**config.mk**
```make
export PLATFORM = sky130hd
export DESIGN_NAME = holonomic_pose_rollout_top
export DESIGN_NICKNAME = d
export VERILOG_FILES = /design/src/hdl/hpr_pkg.sv /design/src/hdl/holonomic_pose_rollout_top.sv /design/src/hdl/hpr_cordic.sv /design/src/hdl/hpr_mul.sv
export SDC_FILE = /design/constraint.sdc
export NUM_CORES = 2
export LEC_CHECK = 0
export BUFFER_PORTS_ARGS = -buffer_cell sky130_fd_sc_hd__buf_2
export CORE_MARGIN = 4
export CORE_UTILIZATION = 59
export CTS_CLUSTER_DIAMETER = 60
export DETAILED_ROUTE_END_ITERATION = 8
export PLACE_DENSITY = 0.79
export SETUP_SLACK_MARGIN = 0.4
export SYNTH_ARGS = -nofsm -noshare
export SYNTH_HDL_FRONTEND = slang
export SYNTH_HIERARCHICAL = 1
export SYNTH_SLANG_ARGS = --single-unit
```
**constraint.sdc**
```tcl
create_clock -name aclk -period 9.9 [get_ports aclk]
set_input_delay 0.99 -clock aclk [delete_from_list [all_inputs] [get_ports aclk]]
set_output_delay 0.99 -clock aclk [all_outputs]
set_load 0.1 [all_outputs]
```
**src/hdl/hpr_pkg.sv**
```systemverilog
// ----------------------------------------------------------------------------
// hpr_pkg
// Shared widths, fixed-point constants, arctangent table and types of the
// holonomic pose rollout block.
// ----------------------------------------------------------------------------
package hpr_pkg;

    localparam int VEL_W      = 16;
    localparam int POS_W      = 32;
    localparam int YAW_W      = 17;
    localparam int TS_W       = 16;
    localparam int S_TDATA_W  = 136;
    localparam int M_TDATA_W  = 88;
    localparam int S_FIELDS_W = 2 * POS_W + YAW_W + 3 * VEL_W;
    localparam int M_FIELDS_W = 2 * POS_W + YAW_W;

    // cordic datapath
    localparam int CORDIC_ITERS = 16;
    localparam int CNT_W        = $clog2(CORDIC_ITERS);
    localparam int VW           = 34;
    localparam int ZW           = 32;
    localparam int VEL_SHIFT    = 14;
    localparam int ANG_SHIFT    = 14;

    // multiplier datapath
    localparam int MA_W = VW;
    localparam int MB_W = 32;
    localparam int PW   = MA_W + MB_W;

    localparam logic [TS_W-1:0]         TS_RESET  = 16'd6554;
    localparam logic signed [YAW_W-1:0] PI_Q      = 17'sd51472;
    localparam logic signed [YAW_W-1:0] HALF_PI_Q = 17'sd25736;
    localparam logic signed [YAW_W:0]   TWO_PI_Q  = 18'sd102944;
    localparam logic signed [YAW_W-1:0] YAW_MAX   = {1'b0, {(YAW_W-1){1'b1}}};
    localparam logic signed [YAW_W-1:0] YAW_MIN   = {1'b1, {(YAW_W-1){1'b0}}};
    localparam logic signed [POS_W-1:0] POS_MAX   = {1'b0, {(POS_W-1){1'b1}}};
    localparam logic signed [POS_W-1:0] POS_MIN   = {1'b1, {(POS_W-1){1'b0}}};
    localparam logic signed [MB_W-1:0]  INV_GAIN  = 32'sd652032874;

    typedef enum logic [1:0] {
        SH_12,
        SH_24,
        SH_30
    } shift_t;

    typedef struct packed {
        logic                 done;
        logic                 busy;
        logic signed [VW-1:0] x;
        logic signed [VW-1:0] y;
    } rot_res_t;

    // atan(2^-i) in units of 2^-28 rad
    function automatic logic signed [ZW-1:0] atan_q28(input logic [CNT_W-1:0] i);
        logic signed [ZW-1:0] v;
        case (i)
            4'd0:    v = 32'sd210828714;
            4'd1:    v = 32'sd124459457;
            4'd2:    v = 32'sd65760959;
            4'd3:    v = 32'sd33381290;
            4'd4:    v = 32'sd16755422;
            4'd5:    v = 32'sd8385879;
            4'd6:    v = 32'sd4193963;
            4'd7:    v = 32'sd2097109;
            4'd8:    v = 32'sd1048571;
            4'd9:    v = 32'sd524287;
            4'd10:   v = 32'sd262144;
            4'd11:   v = 32'sd131072;
            4'd12:   v = 32'sd65536;
            4'd13:   v = 32'sd32768;
            4'd14:   v = 32'sd16384;
            4'd15:   v = 32'sd8192;
            default: v = '0;
        endcase
        return v;
    endfunction

endpackage

```
**src/hdl/holonomic_pose_rollout_top.sv**
```systemverilog
// ----------------------------------------------------------------------------
// holonomic_pose_rollout_top
// Forward-Euler pose rollout of a holonomic robot with a cordic rotator.
// ----------------------------------------------------------------------------
// Each s_ beat carries body-frame velocities; s_tuser marks a start beat
// that first loads an initial pose from s_tdata. Every beat advances the
// kept pose (x, y, yaw) by one step of time_step. The user is to write
// time_step on cfg_we/cfg_wdata only while the block is idle; the block
// does not enforce it. A start beat yields two m_ beats: the loaded pose
// with m_tlast low, then the stepped pose with m_tlast high. A plain beat
// yields one beat with m_tlast high. An item runs one yaw wrap, 16 cordic
// micro-rotations on the rotator, then five products through the shared
// two-stage multiplier. s_tready is high only when idle, so a new item is
// taken only once the sequencer is through with the last one.
// The result waits in an output register; the next item is accepted while
// it is stalled, but the following result holds the sequencer until m_tready
// frees the register. Synchronous reset clears the pose to zero, sets
// time_step to 6554 and clears m_tvalid and m_tlast.
// ----------------------------------------------------------------------------
module holonomic_pose_rollout_top
    import hpr_pkg::*;
(
    input  logic                 aclk,
    input  logic                 aresetn,
    input  logic                 cfg_we,
    input  logic [TS_W-1:0]      cfg_wdata,      // time_step
    input  logic                 s_tvalid,
    output logic                 s_tready,
    input  logic [S_TDATA_W-1:0] s_tdata,        // init_x, init_y, init_yaw, vel_x, vel_y, yaw_rate
    input  logic [0:0]           s_tuser,        // start_req
    output logic                 m_tvalid,
    input  logic                 m_tready,
    output logic [M_TDATA_W-1:0] m_tdata,        // pose_x, pose_y, pose_yaw
    output logic                 m_tlast         // last_of_run
);

    typedef enum logic [2:0] {
        S_IDLE,
        S_EMIT0,
        S_WRAP,
        S_ROT0,
        S_ROT,
        S_MUL,
        S_FIN
    } state_t;

    state_t                  state_reg;
    logic [TS_W-1:0]         ts_reg;
    logic signed [POS_W-1:0] cur_x_reg, cur_y_reg;
    logic signed [YAW_W-1:0] cur_yaw_reg, q_reg;
    logic signed [VEL_W-1:0] vx_reg, vy_reg, w_reg;
    logic [2:0]              k_reg;
    logic                    m_tvalid_reg, m_tlast_reg;
    logic [M_TDATA_W-1:0]    m_tdata_reg;

    logic signed [POS_W-1:0] in_x, in_y;
    logic signed [YAW_W-1:0] in_yaw, q1, q_wrap;
    logic signed [VEL_W-1:0] in_vx, in_vy, in_w;
    logic signed [YAW_W:0]   q1_e, q2_e;
    logic                    out_free;
    logic                    out_load;
    logic [M_TDATA_W-1:0]    beat;

    rot_res_t                rot;
    logic signed [MA_W-1:0]  mul_a;
    logic signed [MB_W-1:0]  mul_b;
    shift_t                  mul_sh;
    logic signed [VW-1:0]    mul_r;

    logic signed [POS_W-1:0] pos_base, pos_next;
    logic signed [POS_W+2:0] pos_sum;
    logic signed [YAW_W+4:0] yaw_sum;
    logic signed [YAW_W-1:0] yaw_next;

    assign in_x   = $signed(s_tdata[POS_W-1:0]);
    assign in_y   = $signed(s_tdata[2*POS_W-1:POS_W]);
    assign in_yaw = $signed(s_tdata[2*POS_W+YAW_W-1:2*POS_W]);
    assign in_vx  = $signed(s_tdata[2*POS_W+YAW_W+VEL_W-1:2*POS_W+YAW_W]);
    assign in_vy  = $signed(s_tdata[2*POS_W+YAW_W+2*VEL_W-1:2*POS_W+YAW_W+VEL_W]);
    assign in_w   = $signed(s_tdata[S_FIELDS_W-1:2*POS_W+YAW_W+2*VEL_W]);

    // yaw wrap by 2*pi
    always_comb begin
        q1_e   = (cur_yaw_reg > PI_Q) ? {cur_yaw_reg[YAW_W-1], cur_yaw_reg} - TWO_PI_Q
                                      : {cur_yaw_reg[YAW_W-1], cur_yaw_reg};
        q1     = q1_e[YAW_W-1:0];
        q2_e   = (q1 < -PI_Q) ? {q1[YAW_W-1], q1} + TWO_PI_Q : {q1[YAW_W-1], q1};
        q_wrap = q2_e[YAW_W-1:0];
    end

    hpr_cordic u_cordic (
        .aclk    (aclk),
        .aresetn (aresetn),
        .start   (state_reg == S_ROT0),
        .vel_x   (vx_reg),
        .vel_y   (vy_reg),
        .yaw     (q_reg),
        .res     (rot)
    );

    // multiplier schedule: yaw rate, gain on x and y, then time step on both
    always_comb begin
        mul_a  = '0;
        mul_b  = MB_W'($signed({1'b0, ts_reg}));
        mul_sh = SH_12;
        if (state_reg == S_MUL) begin
            case (k_reg)
                3'd0: begin
                    mul_a = MA_W'(w_reg);
                end
                3'd1: begin
                    mul_a  = rot.x;
                    mul_b  = INV_GAIN;
                    mul_sh = SH_30;
                end
                3'd2: begin
                    mul_a  = rot.y;
                    mul_b  = INV_GAIN;
                    mul_sh = SH_30;
                end
                3'd3, 3'd4: begin
                    mul_a  = mul_r;
                    mul_sh = SH_24;
                end
                default: begin
                    mul_a = '0;
                end
            endcase
        end
    end

    hpr_mul u_mul (
        .aclk (aclk),
        .a    (mul_a),
        .b    (mul_b),
        .sh   (mul_sh),
        .r    (mul_r)
    );

    // saturating accumulate
    always_comb begin
        pos_base = (k_reg == 3'd5) ? cur_x_reg : cur_y_reg;
        pos_sum  = (POS_W+3)'(pos_base) + (POS_W+3)'(mul_r);
        if (pos_sum > (POS_W+3)'(POS_MAX)) begin
            pos_next = POS_MAX;
        end else if (pos_sum < (POS_W+3)'(POS_MIN)) begin
            pos_next = POS_MIN;
        end else begin
            pos_next = pos_sum[POS_W-1:0];
        end
        yaw_sum = (YAW_W+5)'(q_reg) + (YAW_W+5)'(mul_r);
        if (yaw_sum > (YAW_W+5)'(YAW_MAX)) begin
            yaw_next = YAW_MAX;
        end else if (yaw_sum < (YAW_W+5)'(YAW_MIN)) begin
            yaw_next = YAW_MIN;
        end else begin
            yaw_next = yaw_sum[YAW_W-1:0];
        end
    end

    assign out_free = !m_tvalid_reg || m_tready;
    assign out_load = ((state_reg == S_EMIT0) || (state_reg == S_FIN)) && out_free;
    assign beat     = {{(M_TDATA_W-M_FIELDS_W){1'b0}}, cur_yaw_reg, cur_y_reg, cur_x_reg};

    always_ff @(posedge aclk) begin
        if (!aresetn) begin
            state_reg    <= S_IDLE;
            ts_reg       <= TS_RESET;
            cur_x_reg    <= '0;
            cur_y_reg    <= '0;
            cur_yaw_reg  <= '0;
            k_reg        <= '0;
            m_tvalid_reg <= 1'b0;
            m_tlast_reg  <= 1'b0;
        end else begin
            if (cfg_we) begin
                ts_reg <= cfg_wdata;
            end
            if (m_tvalid_reg && m_tready && !out_load) begin
                m_tvalid_reg <= 1'b0;
            end
            case (state_reg)
                S_IDLE: begin
                    if (s_tvalid) begin
                        vx_reg <= in_vx;
                        vy_reg <= in_vy;
                        w_reg  <= in_w;
                        if (s_tuser[0]) begin
                            cur_x_reg   <= in_x;
                            cur_y_reg   <= in_y;
                            cur_yaw_reg <= in_yaw;
                            state_reg   <= S_EMIT0;
                        end else begin
                            state_reg <= S_WRAP;
                        end
                    end
                end
                S_EMIT0: begin
                    if (out_free) begin
                        m_tvalid_reg <= 1'b1;
                        m_tlast_reg  <= 1'b0;
                        m_tdata_reg  <= beat;
                        state_reg    <= S_WRAP;
                    end
                end
                S_WRAP: begin
                    q_reg     <= q_wrap;
                    state_reg <= S_ROT0;
                end
                S_ROT0: begin
                    state_reg <= S_ROT;
                end
                S_ROT: begin
                    if (rot.done) begin
                        k_reg     <= '0;
                        state_reg <= S_MUL;
                    end
                end
                S_MUL: begin
                    k_reg <= k_reg + 1'b1;
                    if (k_reg == 3'd2) begin
                        cur_yaw_reg <= yaw_next;
                    end
                    if (k_reg == 3'd5) begin
                        cur_x_reg <= pos_next;
                    end
                    if (k_reg == 3'd6) begin
                        cur_y_reg <= pos_next;
                        state_reg <= S_FIN;
                    end
                end
                S_FIN: begin
                    if (out_free) begin
                        m_tvalid_reg <= 1'b1;
                        m_tlast_reg  <= 1'b1;
                        m_tdata_reg  <= beat;
                        state_reg    <= S_IDLE;
                    end
                end
                default: begin
                    state_reg <= S_IDLE;
                end
            endcase
        end
    end

    assign s_tready = (state_reg == S_IDLE);
    assign m_tvalid = m_tvalid_reg;
    assign m_tlast  = m_tlast_reg;
    assign m_tdata  = m_tdata_reg;

    // one item at a time
    a_single_item: assert property (@(posedge aclk) disable iff (!aresetn)
        (s_tvalid && s_tready) |=> !s_tready)
        else $error("second beat accepted while an item is in flight");

    // rotator finishes only while the sequencer waits for it
    a_rot_done: assert property (@(posedge aclk) disable iff (!aresetn)
        rot.done |-> (state_reg == S_ROT))
        else $error("rotator done outside the wait state");

    // wrapped yaw stays within one half turn
    a_yaw_wrap: assert property (@(posedge aclk) disable iff (!aresetn)
        (state_reg == S_ROT0) |-> (q_reg <= PI_Q && q_reg >= -PI_Q))
        else $error("wrapped yaw out of range");

endmodule

```
**src/hdl/hpr_cordic.sv**
```systemverilog
// ----------------------------------------------------------------------------
// hpr_cordic
// Iterative cordic rotator: folds the yaw into the right half plane, then
// rotates the body velocity one micro-rotation per cycle.
// ----------------------------------------------------------------------------
module hpr_cordic
    import hpr_pkg::*;
(
    input  logic                    aclk,
    input  logic                    aresetn,
    input  logic                    start,
    input  logic signed [VEL_W-1:0] vel_x,
    input  logic signed [VEL_W-1:0] vel_y,
    input  logic signed [YAW_W-1:0] yaw,
    output rot_res_t                res
);

    logic signed [YAW_W-1:0] zf;
    logic                    neg;
    logic signed [VW-1:0]    vx_s, vy_s, x0, y0;
    logic signed [ZW-1:0]    z0;
    logic signed [VW-1:0]    x_reg, y_reg, x_next, y_next, xs, ys;
    logic signed [ZW-1:0]    z_reg, z_next;
    logic [CNT_W-1:0]        cnt_reg;
    logic                    busy_reg, done_reg;

    // quadrant fold
    always_comb begin
        if (yaw > HALF_PI_Q) begin
            zf  = yaw - PI_Q;
            neg = 1'b1;
        end else if (yaw < -HALF_PI_Q) begin
            zf  = yaw + PI_Q;
            neg = 1'b1;
        end else begin
            zf  = yaw;
            neg = 1'b0;
        end
        vx_s = VW'(vel_x) <<< VEL_SHIFT;
        vy_s = VW'(vel_y) <<< VEL_SHIFT;
        x0   = neg ? -vx_s : vx_s;
        y0   = neg ? -vy_s : vy_s;
        z0   = ZW'(zf) <<< ANG_SHIFT;
    end

    // one micro-rotation
    always_comb begin
        xs = x_reg >>> cnt_reg;
        ys = y_reg >>> cnt_reg;
        if (!z_reg[ZW-1]) begin
            x_next = x_reg - ys;
            y_next = y_reg + xs;
            z_next = z_reg - atan_q28(cnt_reg);
        end else begin
            x_next = x_reg + ys;
            y_next = y_reg - xs;
            z_next = z_reg + atan_q28(cnt_reg);
        end
    end

    always_ff @(posedge aclk) begin
        if (!aresetn) begin
            busy_reg <= 1'b0;
            done_reg <= 1'b0;
            cnt_reg  <= '0;
        end else begin
            done_reg <= 1'b0;
            if (start) begin
                x_reg    <= x0;
                y_reg    <= y0;
                z_reg    <= z0;
                cnt_reg  <= '0;
                busy_reg <= 1'b1;
            end else if (busy_reg) begin
                x_reg   <= x_next;
                y_reg   <= y_next;
                z_reg   <= z_next;
                cnt_reg <= cnt_reg + 1'b1;
                if (cnt_reg == CNT_W'(CORDIC_ITERS - 1)) begin
                    busy_reg <= 1'b0;
                    done_reg <= 1'b1;
                end
            end
        end
    end

    assign res.done = done_reg;
    assign res.busy = busy_reg;
    assign res.x    = x_reg;
    assign res.y    = y_reg;

endmodule

```
**src/hdl/hpr_mul.sv**
```systemverilog
// ----------------------------------------------------------------------------
// hpr_mul
// Shared two-stage signed multiplier with round-half-up right shift.
// ----------------------------------------------------------------------------
module hpr_mul
    import hpr_pkg::*;
(
    input  logic                   aclk,
    input  logic signed [MA_W-1:0] a,
    input  logic signed [MB_W-1:0] b,
    input  shift_t                 sh,
    output logic signed [VW-1:0]   r
);

    logic signed [PW-1:0] p_reg, half, rnd;
    shift_t               sh_reg;
    logic signed [VW-1:0] r_reg, r_next;

    always_comb begin
        case (sh_reg)
            SH_12:   half = PW'(1) <<< 11;
            SH_24:   half = PW'(1) <<< 23;
            SH_30:   half = PW'(1) <<< 29;
            default: half = '0;
        endcase
        rnd = p_reg + half;
        case (sh_reg)
            SH_12:   r_next = VW'(rnd >>> 12);
            SH_24:   r_next = VW'(rnd >>> 24);
            SH_30:   r_next = VW'(rnd >>> 30);
            default: r_next = '0;
        endcase
    end

    always_ff @(posedge aclk) begin
        p_reg  <= a * b;
        sh_reg <= sh;
        r_reg  <= r_next;
    end

    assign r = r_reg;

endmodule

```
==> metrics list <==
- The cell that appears most often on the critical path is sky130_fd_sc_hd__fa_1.
- DRT antenna net count: 0
- Largest stage delay, worst path: 0.56 ns
- Detailed Route Iter0 Violations: 6042
* Final Wtd Congestion: 0.9621
- In this run the most critical hold path is launched from cur_x_reg[27].
* Post-synthesis instance area: 0.07172 sq mm
- Summed over all nets, wire length on met3 after detailed routing comes to 20770 microns.
- TritonCTS built the clock tree.
- For this run, the detailed router's first-pass iteration total came to 7.
* Initial antenna violation count: 6
* Wire length per cell after detailed routing: 21.51 microns
- OpenSTA, run right after detailed placement, puts the worst setup slack at 0.4170 ns.
* Filler-free cell count of the finished design: 9583
- Final HPWL DP: 160300 microns
- The initialized floorplan defines 127 standard-cell rows.
* Final worst path period share: 93.51%
- Highest metal layer with signal wires: met5
- For this block, the routed nets add up to 206100 microns of wire.
- Slew Limit Headroom: 32.05%
- Fraction of layout cells with a size suffix above 1: 10.14%
- The region available for standard cell placement spans 0.1203 sq mm.
* Remaining global-route overflow: 0
- STA classifies the critical path startpoint as a register.
* Area overhead of the layout relative to synthesis: 7.938%
- Overall power of the completed layout: 7.327 mW
- Worst Setup End Kind: register
- Met2 layer wire length in the routed design: 92550 microns
* Max rail drop VDD: 153.0 uV
- Setup violations remaining at the end of the flow were counted as 0.
* Arr. time, crit path: 9.78 ns
- The die covers 0.1272 sq mm.
* Startpoint of the worst register-to-register path: k_reg[0]
- Slew at the pin closest to its max-slew limit: 1.018 ns
- Max Clk Rate: 108.0 MHz
* Launch point of the critical path: k_reg[0]
* Maximum number of pins on one net before global-route repair: 83
- In the routed design, unresolved DRC markers number 0.
- Syn Inst Count: 7819
- The number of clock buffers added by TritonCTS is 59.
- Count of endpoints failing hold in the final timing report: 0
* Tightest Hold Check Type: register to register
- CP Max Fanout: 30
* Worst setup skew after layout: 0.04854 ns
* Number of global-route vias before repair: 59.78k
- Setup repair after global routing left no endpoint under its margin.
* Clock slew at reported path FFs: 0.06 ns
- From bottom edge to top edge, the die measures 356.6 microns.
- Critical path data required time: 10.43 ns
* Setup WS post-layout: 0.6428 ns
- Via Count: 58.10k
- Number of placed cells counting well taps: 9447
- Max-slew violation count: 0
- Time the worst path needs with I/O delays and setup: 9.257 ns
- Ports placed on the boundary: 249
- In the routed layout, each cell is associated on average with a via count of 6.063.
- Warnings, synthesis: 6
- Area of all placed cells without fillers: 0.07741 sq mm
- The critical path contains buffers and inverters numbering 11 combined.
* Number of I/O port buffers: 234
- Cell class contributing the biggest share of worst-path delay: adder cells
- The root buffer cell chosen for the clock tree is sky130_fd_sc_hd__clkbuf_16.
* Clock latency reported for the late side of the worst-skew pair: 0.68 ns
- The first global-routing pass estimated 326600 microns of wire.
* Leak pwr: 35.27 nW
- A synthesized cell averages 9.172 sq um.
- Critical Setup Path Class: register to register
- Buffers from clock root to sink, at most: 3
- Placed Instance Area: 0.07492 sq mm
- The register with the most flip-flops in the layout has 81 of them.
* Library cell contributing the largest single delay on the critical path: sky130_fd_sc_hd__fa_1
* Die X-Extent: 356.6 microns
- Global routing consumed, over all layers together, 32.48% of the routing resources.
- Once the floorplan was initialized, standard cells occupied 59.62% of the core.
- The clock tree synthesis step divided the H-tree into 2 levels.
- At the end of the flow, the number of nets in the layout was 9551.
* Total power divided by cell area: 94.65 mW/mm^2
- Met1 Routed Length: 80670 microns
- The tree built by TritonCTS fans out to 473 sinks.
- The tool flagged a number of max-cap violations equal to 0.
- Setup total negative slack on the finished layout was measured at 0 ns.
- The flow ran to the end, and the final reports show no timing, DRC or antenna violations.
[repair_timing]
| item | in CTS | in global routing |
|---|---|---|
| pin swaps | 0 | 5 |
| buffers inserted | 0 | 9 |
| hold buffers | 0 | 0 |
| setup endpoints to repair | 2 | 29 |
| gates resized for setup | 2 | 53 |
| endpoints found under the hold margin | 0 | 0 |
| cloned | 0 | 3 |
[cell usage in the layout (no fill, tap or decap), types with 51 or more instances in the layout]
cell                           n
sky130_fd_sc_hd__a211oi_1     66
sky130_fd_sc_hd__buf_2       234
sky130_fd_sc_hd__o22ai_1      57
sky130_fd_sc_hd__o21a_1       51
sky130_fd_sc_hd__mux2_2       64
sky130_fd_sc_hd__clkbuf_16    63
sky130_fd_sc_hd__nor2_1      350
sky130_fd_sc_hd__a21oi_1     343
sky130_fd_sc_hd__inv_1      1095
sky130_fd_sc_hd__o21ai_0     278
sky130_fd_sc_hd__ha_1        359
sky130_fd_sc_hd__buf_4       153
sky130_fd_sc_hd__nand3_1      94
sky130_fd_sc_hd__mux2i_1     105
sky130_fd_sc_hd__xnor2_1     206
sky130_fd_sc_hd__and2_1      547
sky130_fd_sc_hd__xor2_1      160
sky130_fd_sc_hd__a21o_1       90
sky130_fd_sc_hd__dfxtp_1     222
sky130_fd_sc_hd__nand2_1     999
sky130_fd_sc_hd__nor3_1       87
sky130_fd_sc_hd__fa_1       1124
sky130_fd_sc_hd__edfxtp_1    246
[worst reg2reg max path: cells and delay by family (launching register included)]
kind            cells  cell delay, ns
xor+xnor            1            0.14
compound gates      8            1.64
fa+ha+maj          10            4.58
flops               1            0.33
simple gates        5            0.99
buf+inv            11            1.43
[through the flow]
stage | utilization (%) | hold slack [ns]
finish | 64.35 | 0.4398
global route | 64.34 | 0.4563
CTS | 64.07 | 0.4459
detailed placement | 62.28 | 0.4373
global placement | 62.28 | 0.4307
floorplan | - | 0.4029
[routing by layer]
metal | up-vias | track usage, %
li1 | 25670 | -
met2 | 3029 | 50.86
met1 | 28800 | 43.60
met3 | 591 | 6.083
met5 | - | 0
met4 | 6 | 16.21
[worst paths after layout]
path | endpoint | slack (ns) | cells after the start
min reg2reg | m_tdata[27] | 0.44 | 0
min | m_tdata[27] | 0.44 | 0
max | u_mul/p_reg[50] | 0.64 | 35
max reg2reg | u_mul/p_reg[50] | 0.64 | 35
[cell type report]
type	instances	area, sq um
diodes	13	32.53
clock buffers	77	1718
clock inverters	34	434.2
fillers	9625	42880
inverters	1101	4135
multi-input cells	5862	54370
flip-flops and latches	473	11950
well taps	1612	2017
repair buffers	411	2761
[report_power, final]
group	switching (mW)	total, mW	leakage (nW)	internal, mW
registers	0.226	2.53	4.13	2.30
logic	1.56	2.46	30.1	0.895
clock network	0.963	2.34	1.04	1.38
(Power assumes the default switching activity.)
